===== src/design/pcmf_pkg.sv =====
// Shared types, constants and a helper function for the chunk metadata filter.
// No dependencies.
package pcmf_pkg;

	// byte counter width; the bound check works at any value from 16 to 64
	localparam int POSITION_BITS = 32;
	localparam int SUM_BITS      = ((POSITION_BITS > 33) ? POSITION_BITS : 33) + 1;
	localparam int SIG_BYTES     = 8;

	// command queue between parser and record writer
	localparam int FIFO_DEPTH = 4;
	localparam int FIFO_AW    = $clog2(FIFO_DEPTH);

	// configuration register indexes
	localparam int CFG_INDEX_BITS = 1;
	localparam logic [CFG_INDEX_BITS-1:0] CFG_PASS_SBIT     = 1'd0;
	localparam logic [CFG_INDEX_BITS-1:0] CFG_STREAM_LENGTH = 1'd1;

	// chunk type tags, big-endian ASCII
	localparam logic [31:0] TAG_IHDR = 32'h4948_4452;
	localparam logic [31:0] TAG_IDAT = 32'h4944_4154;
	localparam logic [31:0] TAG_IEND = 32'h4945_4E44;
	localparam logic [31:0] TAG_PLTE = 32'h504C_5445;
	localparam logic [31:0] TAG_TRNS = 32'h7452_4E53;
	localparam logic [31:0] TAG_BKGD = 32'h624B_4744;
	localparam logic [31:0] TAG_HIST = 32'h6849_5354;
	localparam logic [31:0] TAG_ACTL = 32'h6163_544C;
	localparam logic [31:0] TAG_FCTL = 32'h6663_544C;
	localparam logic [31:0] TAG_FDAT = 32'h6664_4154;
	localparam logic [31:0] TAG_SBIT = 32'h7342_4954;

	// one queued job: a record header (type + length) or a single data byte
	typedef struct packed {
		logic        is_hdr;
		logic [31:0] ctype;
		logic [31:0] clen;   // data byte sits in clen[7:0]
	} cmd_t;

	// structural and pixel-layout chunks are not passed on; sBIT only with pass_sbit
	function automatic logic type_dropped(input logic [31:0] t, input logic pass_sbit);
		logic hit;
		hit = (t == TAG_IHDR) || (t == TAG_IDAT) || (t == TAG_IEND) ||
		      (t == TAG_PLTE) || (t == TAG_TRNS) || (t == TAG_BKGD) ||
		      (t == TAG_HIST) || (t == TAG_ACTL) || (t == TAG_FCTL) ||
		      (t == TAG_FDAT);
		return hit || (!pass_sbit && (t == TAG_SBIT));
	endfunction

endpackage


===== src/design/pcmf_cmd_fifo.sv =====
// Small command queue between the parser and the record writer.
// Depends on pcmf_pkg (cmd_t, FIFO_DEPTH).
module pcmf_cmd_fifo import pcmf_pkg::*; (
	input  logic clk,
	input  logic arst_n,
	input  logic push,
	input  cmd_t wr_cmd,
	output logic full,
	input  logic pop,
	output cmd_t rd_cmd,
	output logic empty
);

	cmd_t               mem_q [FIFO_DEPTH];
	logic [FIFO_AW-1:0] wr_ptr_q;
	logic [FIFO_AW-1:0] rd_ptr_q;
	logic [FIFO_AW:0]   count_q;
	logic               do_push;
	logic               do_pop;

	assign full    = (count_q == (FIFO_AW+1)'(FIFO_DEPTH));
	assign empty   = (count_q == '0);
	assign do_push = push && !full;
	assign do_pop  = pop && !empty;
	assign rd_cmd  = mem_q[rd_ptr_q];

	// storage
	always_ff @(posedge clk) begin
		if (do_push) begin
			mem_q[wr_ptr_q] <= wr_cmd;
		end
	end

	// pointers and fill count
	always_ff @(posedge clk or negedge arst_n) begin
		if (!arst_n) begin
			wr_ptr_q <= '0;
			rd_ptr_q <= '0;
			count_q  <= '0;
		end else begin
			if (do_push) begin
				wr_ptr_q <= wr_ptr_q + FIFO_AW'(1);
			end
			if (do_pop) begin
				rd_ptr_q <= rd_ptr_q + FIFO_AW'(1);
			end
			if (do_push && !do_pop) begin
				count_q <= count_q + (FIFO_AW+1)'(1);
			end else if (do_pop && !do_push) begin
				count_q <= count_q - (FIFO_AW+1)'(1);
			end
		end
	end

endmodule


===== src/design/pcmf_front.sv =====
// Stream parser: walks signature, headers, data and CRC one byte per beat
// and queues record commands. Holds the configuration registers.
// Depends on pcmf_pkg.
module pcmf_front import pcmf_pkg::*; (
	input  logic                      clk,
	input  logic                      arst_n,
	input  logic                      push,
	input  logic [7:0]                data_byte,
	input  logic                      start_of_stream,
	output logic                      full,
	input  logic                      wr_en,
	input  logic [CFG_INDEX_BITS-1:0] wr_index,
	input  logic [31:0]               wr_data,
	output logic                      cmd_push,
	output cmd_t                      cmd,
	input  logic                      cmd_full
);

	typedef enum logic [2:0] {PH_SIG, PH_HDR, PH_DATA, PH_CRC, PH_STOP} phase_t;

	phase_t                   phase_q, phase_d, phase_e;
	logic [POSITION_BITS-1:0] pos_q, pos_d, pos_e, pos_n;
	logic [31:0]              left_q, left_d, left_e;
	logic [31:0]              len_q, len_d;
	logic [31:0]              type_q, type_d;
	logic                     keep_q, keep_d, keep_e;
	logic [32:0]              len4_q;
	logic                     pass_sbit_q;
	logic [31:0]              stream_len_q;
	logic                     acc;
	logic                     sat;
	logic                     push_c;
	logic [SUM_BITS-1:0]      end_sum;
	logic                     overrun;

	assign full = cmd_full;
	assign acc  = push && !cmd_full;

	// a start mark restarts the walk on this very byte
	assign phase_e = start_of_stream ? PH_SIG : phase_q;
	assign pos_e   = start_of_stream ? '0 : pos_q;
	assign left_e  = start_of_stream ? '0 : left_q;
	assign keep_e  = start_of_stream ? 1'b0 : keep_q;

	// saturating byte count
	assign sat   = &pos_e;
	assign pos_n = sat ? pos_e : pos_e + POSITION_BITS'(1);

	// end of data plus CRC, measured from the updated position
	assign end_sum = SUM_BITS'(pos_e) + SUM_BITS'(len4_q) + SUM_BITS'(!sat);
	assign overrun = (SUM_BITS'(pos_n) > SUM_BITS'(stream_len_q)) ||
	                 (end_sum > SUM_BITS'(stream_len_q));

	// next state and command for one accepted byte
	always_comb begin
		phase_d = phase_e;
		left_d  = left_e;
		len_d   = len_q;
		type_d  = type_q;
		keep_d  = keep_e;
		pos_d   = (phase_e == PH_STOP) ? pos_e : pos_n;
		push_c  = 1'b0;
		cmd     = '{is_hdr: 1'b0, ctype: type_q, clen: {24'd0, data_byte}};
		unique case (phase_e)
			PH_SIG: begin
				if (pos_e >= POSITION_BITS'(SIG_BYTES - 1)) begin
					phase_d = PH_HDR;
					left_d  = 32'd8;
				end
			end
			PH_HDR: begin
				if (left_e > 32'd4) begin
					len_d = {len_q[23:0], data_byte};
				end else begin
					type_d = {type_q[23:0], data_byte};
				end
				left_d = left_e - 32'd1;
				if (left_e == 32'd1) begin
					if (overrun || (type_d == TAG_IEND)) begin
						phase_d = PH_STOP;
					end else begin
						keep_d = !type_dropped(type_d, pass_sbit_q);
						push_c = keep_d;
						cmd    = '{is_hdr: 1'b1, ctype: type_d, clen: len_q};
						if (len_q != 32'd0) begin
							phase_d = PH_DATA;
							left_d  = len_q;
						end else begin
							phase_d = PH_CRC;
							left_d  = 32'd4;
						end
					end
				end
			end
			PH_DATA: begin
				push_c = keep_e;
				left_d = left_e - 32'd1;
				if (left_e == 32'd1) begin
					phase_d = PH_CRC;
					left_d  = 32'd4;
				end
			end
			PH_CRC: begin
				left_d = left_e - 32'd1;
				if (left_e == 32'd1) begin
					phase_d = PH_HDR;
					left_d  = 32'd8;
				end
			end
			PH_STOP: begin
				phase_d = PH_STOP;
			end
			default: begin
				phase_d = PH_STOP;
			end
		endcase
	end

	assign cmd_push = acc && push_c;

	// parser state and configuration registers
	always_ff @(posedge clk or negedge arst_n) begin
		if (!arst_n) begin
			phase_q      <= PH_SIG;
			pos_q        <= '0;
			left_q       <= '0;
			len_q        <= '0;
			type_q       <= '0;
			keep_q       <= 1'b0;
			len4_q       <= '0;
			pass_sbit_q  <= 1'b0;
			stream_len_q <= '0;
		end else begin
			// length is complete several beats before it is checked
			len4_q <= {1'b0, len_q} + 33'd4;
			if (acc) begin
				phase_q <= phase_d;
				pos_q   <= pos_d;
				left_q  <= left_d;
				len_q   <= len_d;
				type_q  <= type_d;
				keep_q  <= keep_d;
			end
			if (wr_en) begin
				unique case (wr_index)
					CFG_PASS_SBIT:     pass_sbit_q  <= wr_data[0];
					CFG_STREAM_LENGTH: stream_len_q <= wr_data;
					default:           stream_len_q <= stream_len_q;
				endcase
			end
		end
	end

endmodule


===== src/design/pcmf_back.sv =====
// Record writer: expands queued commands into output bytes, one per beat,
// through a single output register.
// Depends on pcmf_pkg (cmd_t).
module pcmf_back import pcmf_pkg::*; (
	input  logic       clk,
	input  logic       arst_n,
	input  cmd_t       head,
	input  logic       head_empty,
	output logic       head_pop,
	output logic       empty,
	input  logic       pop,
	output logic [7:0] out_byte,
	output logic       end_of_run
);

	cmd_t       cur_q;
	logic [2:0] idx_q;
	logic       busy_q;
	logic       ovalid_q;
	logic [7:0] obyte_q;
	logic       oend_q;
	logic       out_free;
	logic       advance;
	logic       cur_last;
	logic [7:0] sel_byte;

	assign out_free = !ovalid_q || pop;
	assign advance  = busy_q && out_free;
	assign cur_last = !cur_q.is_hdr || (idx_q == 3'd7);
	assign head_pop = !head_empty && (!busy_q || (advance && cur_last));

	// type bytes in stream order, then length little-endian
	always_comb begin
		if (!cur_q.is_hdr) begin
			sel_byte = cur_q.clen[7:0];
		end else if (!idx_q[2]) begin
			sel_byte = cur_q.ctype[8*(3 - idx_q[1:0]) +: 8];
		end else begin
			sel_byte = cur_q.clen[8*idx_q[1:0] +: 8];
		end
	end

	assign empty      = !ovalid_q;
	assign out_byte   = obyte_q;
	assign end_of_run = oend_q;

	always_ff @(posedge clk or negedge arst_n) begin
		if (!arst_n) begin
			busy_q   <= 1'b0;
			idx_q    <= '0;
			cur_q    <= '0;
			ovalid_q <= 1'b0;
			obyte_q  <= '0;
			oend_q   <= 1'b0;
		end else begin
			// output register
			if (out_free) begin
				ovalid_q <= busy_q;
				if (busy_q) begin
					obyte_q <= sel_byte;
					oend_q  <= cur_last;
				end
			end
			// take the next command, else step through the current one
			if (head_pop) begin
				cur_q  <= head;
				idx_q  <= '0;
				busy_q <= 1'b1;
			end else if (advance) begin
				idx_q <= idx_q + 3'd1;
				if (cur_last) begin
					busy_q <= 1'b0;
				end
			end
		end
	end

endmodule


===== src/design/png_chunk_metadata_filter_unit.sv =====
// Input takes one stream byte per cycle and stalls (full) only when the
// four-entry command queue between parser and record writer is full. Each
// kept chunk header queues one command that the writer turns into 8 output
// beats; each kept data byte gives one beat. Output runs at one beat per
// cycle while pop is held and commands are queued, set by the writer's
// single output register. Registers are written through wr_en / wr_index /
// wr_data and should change only while idle.
// Top level; depends on pcmf_pkg, pcmf_front, pcmf_cmd_fifo, pcmf_back.
module png_chunk_metadata_filter_unit import pcmf_pkg::*; (
	input  logic                      clk,
	input  logic                      arst_n,
	input  logic                      push,
	output logic                      full,
	input  logic [7:0]                data_byte,
	input  logic                      start_of_stream,
	output logic                      empty,
	input  logic                      pop,
	output logic [7:0]                out_byte,
	output logic                      end_of_run,
	input  logic                      wr_en,
	input  logic [CFG_INDEX_BITS-1:0] wr_index,
	input  logic [31:0]               wr_data
);

	cmd_t q_wr_cmd;
	cmd_t q_rd_cmd;
	logic q_push;
	logic q_full;
	logic q_pop;
	logic q_empty;

	// parser
	pcmf_front u_front (
		.clk             (clk),
		.arst_n          (arst_n),
		.push            (push),
		.data_byte       (data_byte),
		.start_of_stream (start_of_stream),
		.full            (full),
		.wr_en           (wr_en),
		.wr_index        (wr_index),
		.wr_data         (wr_data),
		.cmd_push        (q_push),
		.cmd             (q_wr_cmd),
		.cmd_full        (q_full)
	);

	// command queue
	pcmf_cmd_fifo u_fifo (
		.clk    (clk),
		.arst_n (arst_n),
		.push   (q_push),
		.wr_cmd (q_wr_cmd),
		.full   (q_full),
		.pop    (q_pop),
		.rd_cmd (q_rd_cmd),
		.empty  (q_empty)
	);

	// record writer
	pcmf_back u_back (
		.clk        (clk),
		.arst_n     (arst_n),
		.head       (q_rd_cmd),
		.head_empty (q_empty),
		.head_pop   (q_pop),
		.empty      (empty),
		.pop        (pop),
		.out_byte   (out_byte),
		.end_of_run (end_of_run)
	);

endmodule


===== config.mk =====
export PLATFORM = sky130hd
export DESIGN_NAME = png_chunk_metadata_filter_unit
export DESIGN_NICKNAME = d
export VERILOG_FILES = /design/src/design/pcmf_pkg.sv /design/src/design/pcmf_cmd_fifo.sv /design/src/design/pcmf_front.sv /design/src/design/pcmf_back.sv /design/src/design/png_chunk_metadata_filter_unit.sv
export SDC_FILE = /design/constraint.sdc
export NUM_CORES = 1
export LEC_CHECK = 0
export BUFFER_PORTS_ARGS = -buffer_cell sky130_fd_sc_hd__buf_2
export CORE_ASPECT_RATIO = 1.75
export CORE_UTILIZATION = 43
export CTS_CLUSTER_DIAMETER = 120
export DETAILED_ROUTE_END_ITERATION = 16
export SLEW_MARGIN = 20
export SYNTH_ARGS = -nofsm -noshare
export SYNTH_HDL_FRONTEND = slang
export SYNTH_SLANG_ARGS = --single-unit

===== constraint.sdc =====
create_clock -name clk -period 15.6 [get_ports clk]
set_input_delay 0.78 -clock clk [delete_from_list [all_inputs] [get_ports clk]]
set_output_delay 0.78 -clock clk [all_outputs]
set_load 0.005 [all_outputs]

==> results of run 1 <==
==> path summary, 6_finish.rpt <==
| path | from | endpoint | slack [ns] | depth (start not counted) |
|---|---|---|---|---|
| worst max-delay path | start_of_stream | u_fifo.mem_q[2][47] | 5.99 | 31 |
| worst min-delay path | arst_n | u_front.stream_len_q[28] | 0.13 | 1 |
| worst max register to register | u_front.pos_q[0] | u_fifo.mem_q[2][47] | 6.13 | 29 |
| worst min register to register | u_back.end_of_run | u_back.end_of_run | 0.47 | 2 |
| max in group asynchronous | arst_n | u_fifo.rd_ptr_q[0] | 13.17 | 3 |
| min in group clk | wr_data[2] | u_front.stream_len_q[2] | 0.37 | 2 |
==> registers in the layout, indices dropped and copies added (netlist names) <==
signal	cells
u_back.end_of_run	1
u_back.idx_q	3
u_fifo.mem_q	260
u_back.busy_q	1
u_fifo.count_q	3
u_front.left_q	32
u_back.cur_q	65
u_front.len_q	32
u_front.len4_q	33
u_fifo.wr_ptr_q	2
u_front.type_q	32
u_back.out_byte	8
u_back.ovalid_q	1
u_front.pos_q	32
u_front.phase_q	3
u_fifo.rd_ptr_q	2
u_front.stream_len_q	32
u_front.pass_sbit_q	1
u_front.keep_q	1
==> cell usage in the layout, fill, tap and decap left out, drive strengths merged, types with 13 or more instances in the layout <==
cell type  synthesis  routed
a211oi            18      18
a21o              23      23
a21oi             98      98
a221o             20      20
a22o              13      13
a31oi             13      13
and3              45      45
buf               30      88
clkbuf            88      67
clkinv             1      19
dfrtp            284     284
edfxtp           260     260
ha               108     108
inv               63      68
mux2             211     211
mux4              81      81
nand2            161     161
nand2b            16      16
nand3             50      50
nand4             40      40
nor2              98      98
nor2b             48      48
nor3              37      37
nor4              34      34
o21ai            101     101
o31ai             13      13
xnor2             70      70
xor2              27      27
==> per-layer routing <==
metal,track usage [%],vias up,routed length [um]
li1,-,8543,-
met5,0,-,33
met2,43.9,573,41600
met3,3.10,223,3140
met4,13.8,6,4670
met1,25.8,9457,27900
==> cell families (layout without fill, tap and decap cells) <==
| kind of cell | Yosys count | count (layout) | share of synthesized area, % |
|---|---|---|---|
| AO/OA/AOI/OAI | 384 | 384 | 8.97 |
| XOR/XNOR | 97 | 97 | 3.02 |
| adder cells (fa/ha/maj) | 111 | 111 | 5.02 |
| buffers and inverters | 182 | 250 | 2.65 |
| flip-flops | 544 | 544 | 53.0 |
| multiplexers | 304 | 304 | 15.4 |
| other | 0 | 1 | 0 |
| AND/OR/NAND/NOR | 618 | 618 | 12.0 |
==> through the flow <==
stage / cells / area, um2 / util [%] / hold WS (ns)
finish: 3121 / 31000 / 48.1 / 0.131
global route: 3120 / 31000 / 48.1 / 0.223
CTS: 3119 / 31000 / 48.1 / 0.192
detailed placement: 3021 / 29200 / 45.3 / 0.461
global placement: 3021 / 29200 / 45.3 / 0.455
floorplan: 2240 / 28100 / - / 0.421
==> layout make-up <==
class	count	area, um2
diodes	1	2.50
flip-flops and latches	544	14900
well taps	812	1020
clock inverters	31	314
repair buffers	88	536
fillers	5579	33500
multi-input cells	1514	12500
clock buffers	67	1460
inverters	64	240
==> report_power, final <==
part	switching, mW	total, mW	internal, mW	leakage [nW]
Sequential	0.395	2.19	1.79	5.82
Clock	0.582	1.32	0.736	0.870
Combinational	0.896	1.71	0.810	5.45
==> summary.md, run 1 <==
| Metric | Value |
|---|---|
| DP Worst Slack | `5.12 ns` |
| Post-synth EDFFs | `260` |
| Post-Syn Nets | `between 2000 and 2500` |
| Cell family with most CP delay | `compound AO/OA/AOI/OAI gates` |
| Final worst path period share | `approximately three fifths` |
| IO Pins | `between 50 and 60` |
| Die Ht | `approximately 340 um` |
| Total power | `around 5.2 mW` |
| Final setup vio count | `0` |
| I/O Buffers | `57` |
| Yosys top cell by area | `edfxtp_1` |
| Share of layout cells above drive strength 1 | `roughly 20%` |
| Number of global-route vias before repair | `slightly below 20000` |
| Bufs and invs on worst path | `4` |
| Top cells by area, synth | `edfxtp_1 28%, dfrtp_1 25%, mux2_2 6.9%, mux4_2 6.5%, ha_1 4.8%` |
| Final worst slack | `approximately 6 ns` |
| Remaining Overflow, GRT | `0` |
| Measured slew at the worst slew-check pin | `about 1.1 ns` |
| Kind of critical path | `in2reg` |
| Synth unique cells | `95` |
| P per Cell Area | `around 170 mW/mm2` |
| Post-Syn Instances | `roughly 2200` |
| Final setup TNS | `0 ns` |
| Core area | `0.0645 mm2` |
| Detail Route Antenna Nets | `0` |
| Post-synthesis sequential area ratio | `a little over half` |
| Hold Path Class | `in2async` |
| Synth warnings | `0` |
| Initial Util | `between 40% and 50%` |
| Cts hold-fix bufs | `0` |
| Bufs on Longest Clock Path | `3` |
| Yosys reg bits | `between 500 and 600` |
| Via count | `~19000` |
| Pin count of the biggest net entering global routing | `102` |
| WL per Instance | `roughly 25 um` |
| Fin. Hold Viols | `0` |
| Sink Count | `between 500 and 600` |
| Slew margin rel. | `27.0%` |
| Post-synth ARST share | `between 50 and 60%` |
| Post-detail-place hpwl | `54900 um` |
| Residual DRC | `0` |
| F_max | `~100 MHz` |
| Die ar. | `around 0.066 mm2` |
| Maximum VDD drop | `between 100 and 150 uV` |
| DRC marker count from the first detailed-route iteration | `about 1400` |
| DRT Wirelength | `77300 um` |
| CP required | `15.86 ns` |
| Leading cell type by number of instances after synthesis | `dfrtp_1` |
| RSZ-0062 raised after global routing | `false` |
| Slowest CP cell | `nor4_1` |
| First-pass GRT wire length | `119000 um` |
| Max_cap viols | `0` |
| Crit. End Element | `flip-flop` |
| Status | `completed` |
| Max Clock Skew | `between 0.015 and 0.02 ns` |
| Avg Inst Size Synth | `12.6 um2` |
| Crit path time final | `between 9 and 10 ns` |
| Clock root buffer | `clkbuf_16` |
| Total GRT Usage | `a little under a quarter` |
| Final Wtd Congestion | `roughly 0.98` |
| Max-slew violations | `0` |
| Vias per inst | `6.02` |
| CTS buffer count | `between 50 and 60` |
| Mapped Area | `about 0.028 mm2` |
| Die X-Extent | `~200 um` |
| Synth cell count leaders | `284 x dfrtp_1, 260 x edfxtp_1, 173 x mux2_2` |
| Worst EP arrival | `~10 ns` |
| H-tree depth | `2` |
| Ys flop type | `dfrtp_1` |
| # nets final | `roughly 2400` |
| Setup repair bufs after CTS | `0` |
| TritonCTS clock tree | `yes` |
| TritonRoute pass-1 iters | `5` |
| Most used cell, CP | `o21ai_0` |
| Startpoint types | `primary input` |
| Post-CTS sizing | `0` |
| Post-synth top area share | `between 20% and 30%` |
| Clock slew at reported path FFs | `approximately 0.070 ns` |
| Leak | `~12 nW` |
| Area grow syn2layout | `10.3%` |
| Critical Path Fanout Max | `41` |
| Antenna violations before repair | `4` |
| Row count | `123` |
| Clock Latency Late Sink | `approximately 0.64 ns` |
| Max incr delay on CP | `0.84 ns` |
Note: power is estimated with default switching activity, not from simulation.
==> run 2: changes to the inputs <==
==> constraint.sdc (replaced) <==
create_clock -name clk -period 9.89 [get_ports clk]
set_input_delay 0.4945 -clock clk [delete_from_list [all_inputs] [get_ports clk]]
set_output_delay 0.4945 -clock clk [all_outputs]
set_load 0.005 [all_outputs]
==> summary.md, run 2 (synthesis results as in run 1) <==
| Metric | Value |
|---|---|
| DP Worst Slack | `1.21 ns (-3.91 ns)` |
| Crit path time final | `approximately 8.3 ns` |
| Largest registers | `u_fifo.mem_q x260, u_back.cur_q x65, u_front.len4_q x33` |
| Kind of critical path | `reg2reg` |
| F_max | `between 100 and 150 MHz` |
| Detail Route Antenna Nets | `0 (unchanged)` |
| Most used cell, CP | `o21ai_0` |
| Die Ht | `340 um (unchanged)` |
| Vias per inst | `6.05 (+0.41%)` |
| Status | `completed` |
| Final setup TNS | `0 ns (unchanged)` |
| CP required | `10.24 ns (-5.62 ns)` |
| Largest register by flop count | `u_fifo.mem_q` |
| Clock Latency Late Sink | `0.64 ns (about the same)` |
| Measured slew at the worst slew-check pin | `1.03 ns (-0.0666 ns)` |
| First-pass GRT wire length | `118000 um (-1.2%)` |
| Most common cell after layout, fill and taps aside | `dfrtp_1` |
| Maximum VDD drop | `175 uV (+48%)` |
| CTS buffer count | `52 (unchanged)` |
| Worst EP arrival | `8.69 ns (-1.18 ns)` |
| Hold Path Class | `in2reg` |
| Total GRT Usage | `23.4% (-0.32 points)` |
| TritonCTS clock tree | `yes` |
| DRC marker count from the first detailed-route iteration | `1393 (-3.3%)` |
| Post-CTS sizing | `0 (unchanged)` |
| Setup repair bufs after CTS | `0 (unchanged)` |
| Share of layout cells above drive strength 1 | `20.1% (-0.096 points)` |
| Max Clock Skew | `0.0245 ns (+0.00707 ns)` |
| Die X-Extent | `195 um (unchanged)` |
| Largest register FFs | `260 (unchanged)` |
| Max_cap viols | `0 (unchanged)` |
| H-tree depth | `2 (unchanged)` |
| Final Wtd Congestion | `0.943 (-3.4%)` |
| Crit. End Element | `flip-flop` |
| Critical Path Fanout Max | `43 (+4.9%)` |
| Row count | `123 (unchanged)` |
| DRT Wirelength | `77000 um (-0.44%)` |
| Commonest cells after routing, fill and taps aside | `282 x dfrtp_1, 260 x edfxtp_1, 173 x mux2_2` |
| Clock slew at reported path FFs | `0.07 ns (about the same)` |
| Fin. Hold Viols | `0 (unchanged)` |
| Slowest CP cell | `or4_4` |
| # nets final | `2433 (+0.45%)` |
| Pin count of the biggest net entering global routing | `89 (-13%)` |
| RSZ-0062 raised after global routing | `false` |
| Cts hold-fix bufs | `1 (+1)` |
| Post-detail-place hpwl | `55500 um (+1.0%)` |
| Area grow syn2layout | `10.5%` |
| Core area | `0.0645 mm2 (unchanged)` |
| TritonRoute pass-1 iters | `5 (unchanged)` |
| I/O Buffers | `57 (unchanged)` |
| IO Pins | `58 (unchanged)` |
| Final worst slack | `1.55 ns (-4.44 ns)` |
| Number of global-route vias before repair | `19800 (-0.061%)` |
| Sink Count | `544 (unchanged)` |
| Residual DRC | `0 (unchanged)` |
| Antenna violations before repair | `3 (-1)` |
| Via count | `18900 (+0.76%)` |
| Max incr delay on CP | `0.65 ns (-0.19 ns)` |
| Slew margin rel. | `31.3% (+4.3 points)` |
| Die ar. | `0.0665 mm2 (unchanged)` |
| Bufs on Longest Clock Path | `3 (unchanged)` |
| Startpoint types | `flip-flop` |
| Leak | `12.2 nW (+0.20%)` |
| Initial Util | `43.6% (unchanged)` |
| P per Cell Area | `264 mW/mm2 (+57%)` |
| Final worst path period share | `a little over four fifths` |
| WL per Instance | `24.6 um (-0.79%)` |
| Final setup vio count | `0 (unchanged)` |
| Remaining Overflow, GRT | `0 (unchanged)` |
| Clock root buffer | `clkbuf_16` |
| Max-slew violations | `0 (unchanged)` |
## run 2: cell count changes in the layout (fill, tap and decap cells not counted), moves of 2 or more
| cell | previous run | this run |
|---|---|---|
| clkinvlp_4 | 4 | 2 |
| clkinv_2 | 10 | 6 |
| clkbuf_8 | 8 | 2 |
| inv_6 | 2 | 5 |
| clkbuf_1 | 6 | 13 |
| buf_4 | 30 | 39 |
| clkinv_1 | 5 | 7 |
## run 2: power by group
| part | total, mW | internal [mW] | switching [mW] | leakage, nW |
|---|---|---|---|---|
| clock network | 2.05 | 1.14 | 0.911 | 0.844 |
| registers | 3.49 | 2.83 | 0.658 | 5.82 |
| logic | 2.67 | 1.28 | 1.39 | 5.50 |
| total | 8.21 | 5.25 | 2.96 | 12.2 |
## run 2: path summary, 6_finish.rpt
kind	from	cells past startpoint	end	slack, ns
setup / recovery	u_front.pos_q[0]	29	u_fifo.mem_q[0][57]	1.55
max in group asynchronous	arst_n	4	u_front.type_q[7]	7.38
hold reg to reg	u_back.end_of_run	2	u_back.end_of_run	0.47
setup reg to reg	u_front.pos_q[0]	29	u_fifo.mem_q[0][57]	1.55
min in group asynchronous	arst_n	2	u_front.stream_len_q[29]	0.50
hold / removal	wr_data[2]	2	u_front.stream_len_q[2]	0.09
## run 2: area by class of cell
cell class                 count  area, um2
sequential                   544      14900
fill                        5647      33400
inverter                      64        240
timing repair buffer          99        629
antenna                        1       2.50
clock inverter                29        307
clock buffer                  69       1430
multi-input combinational   1514      12500
tap                          812       1020
## run 2: worst max-delay path, delay by kind of cell (launching register included)
family                     cells  cell delay, ns
AOI/OAI and AO/OA             14            3.69
xor gates and xnor gates       1            0.15
adders and majority gates      3            1.02
buffers and inverters          2            0.48
DFF                            1            0.36
muxes                          1            0.42
and+or+nand+nor                8            1.88
## run 2: per-stage QoR
| step | power (mW) | instance area [um2] | util, % | std cells | hold WS [ns] |
|---|---|---|---|---|---|
| finish | 8.21 | 31100 | 48.2 | 3132 | 0.0904 |
| CTS | 8.27 | 31100 | 48.2 | 3131 | 0.0510 |
| detailed placement | 6.19 | 29300 | 45.5 | 3032 | 0.460 |
| floorplan | 5.20 | 28100 | - | 2240 | 0.199 |
| global route | 8.62 | 31100 | 48.2 | 3131 | 0.0743 |
| global placement | 6.13 | 29300 | 45.5 | 3032 | 0.459 |
## run 2: layer usage
layer	up-vias	wire length, um	GRT usage (%)
met1	9576	27500	25.1
met2	572	41600	43.5
met5	-	26	0
met4	4	4970	14.1
met3	229	2910	2.88
li1	8564	-	-
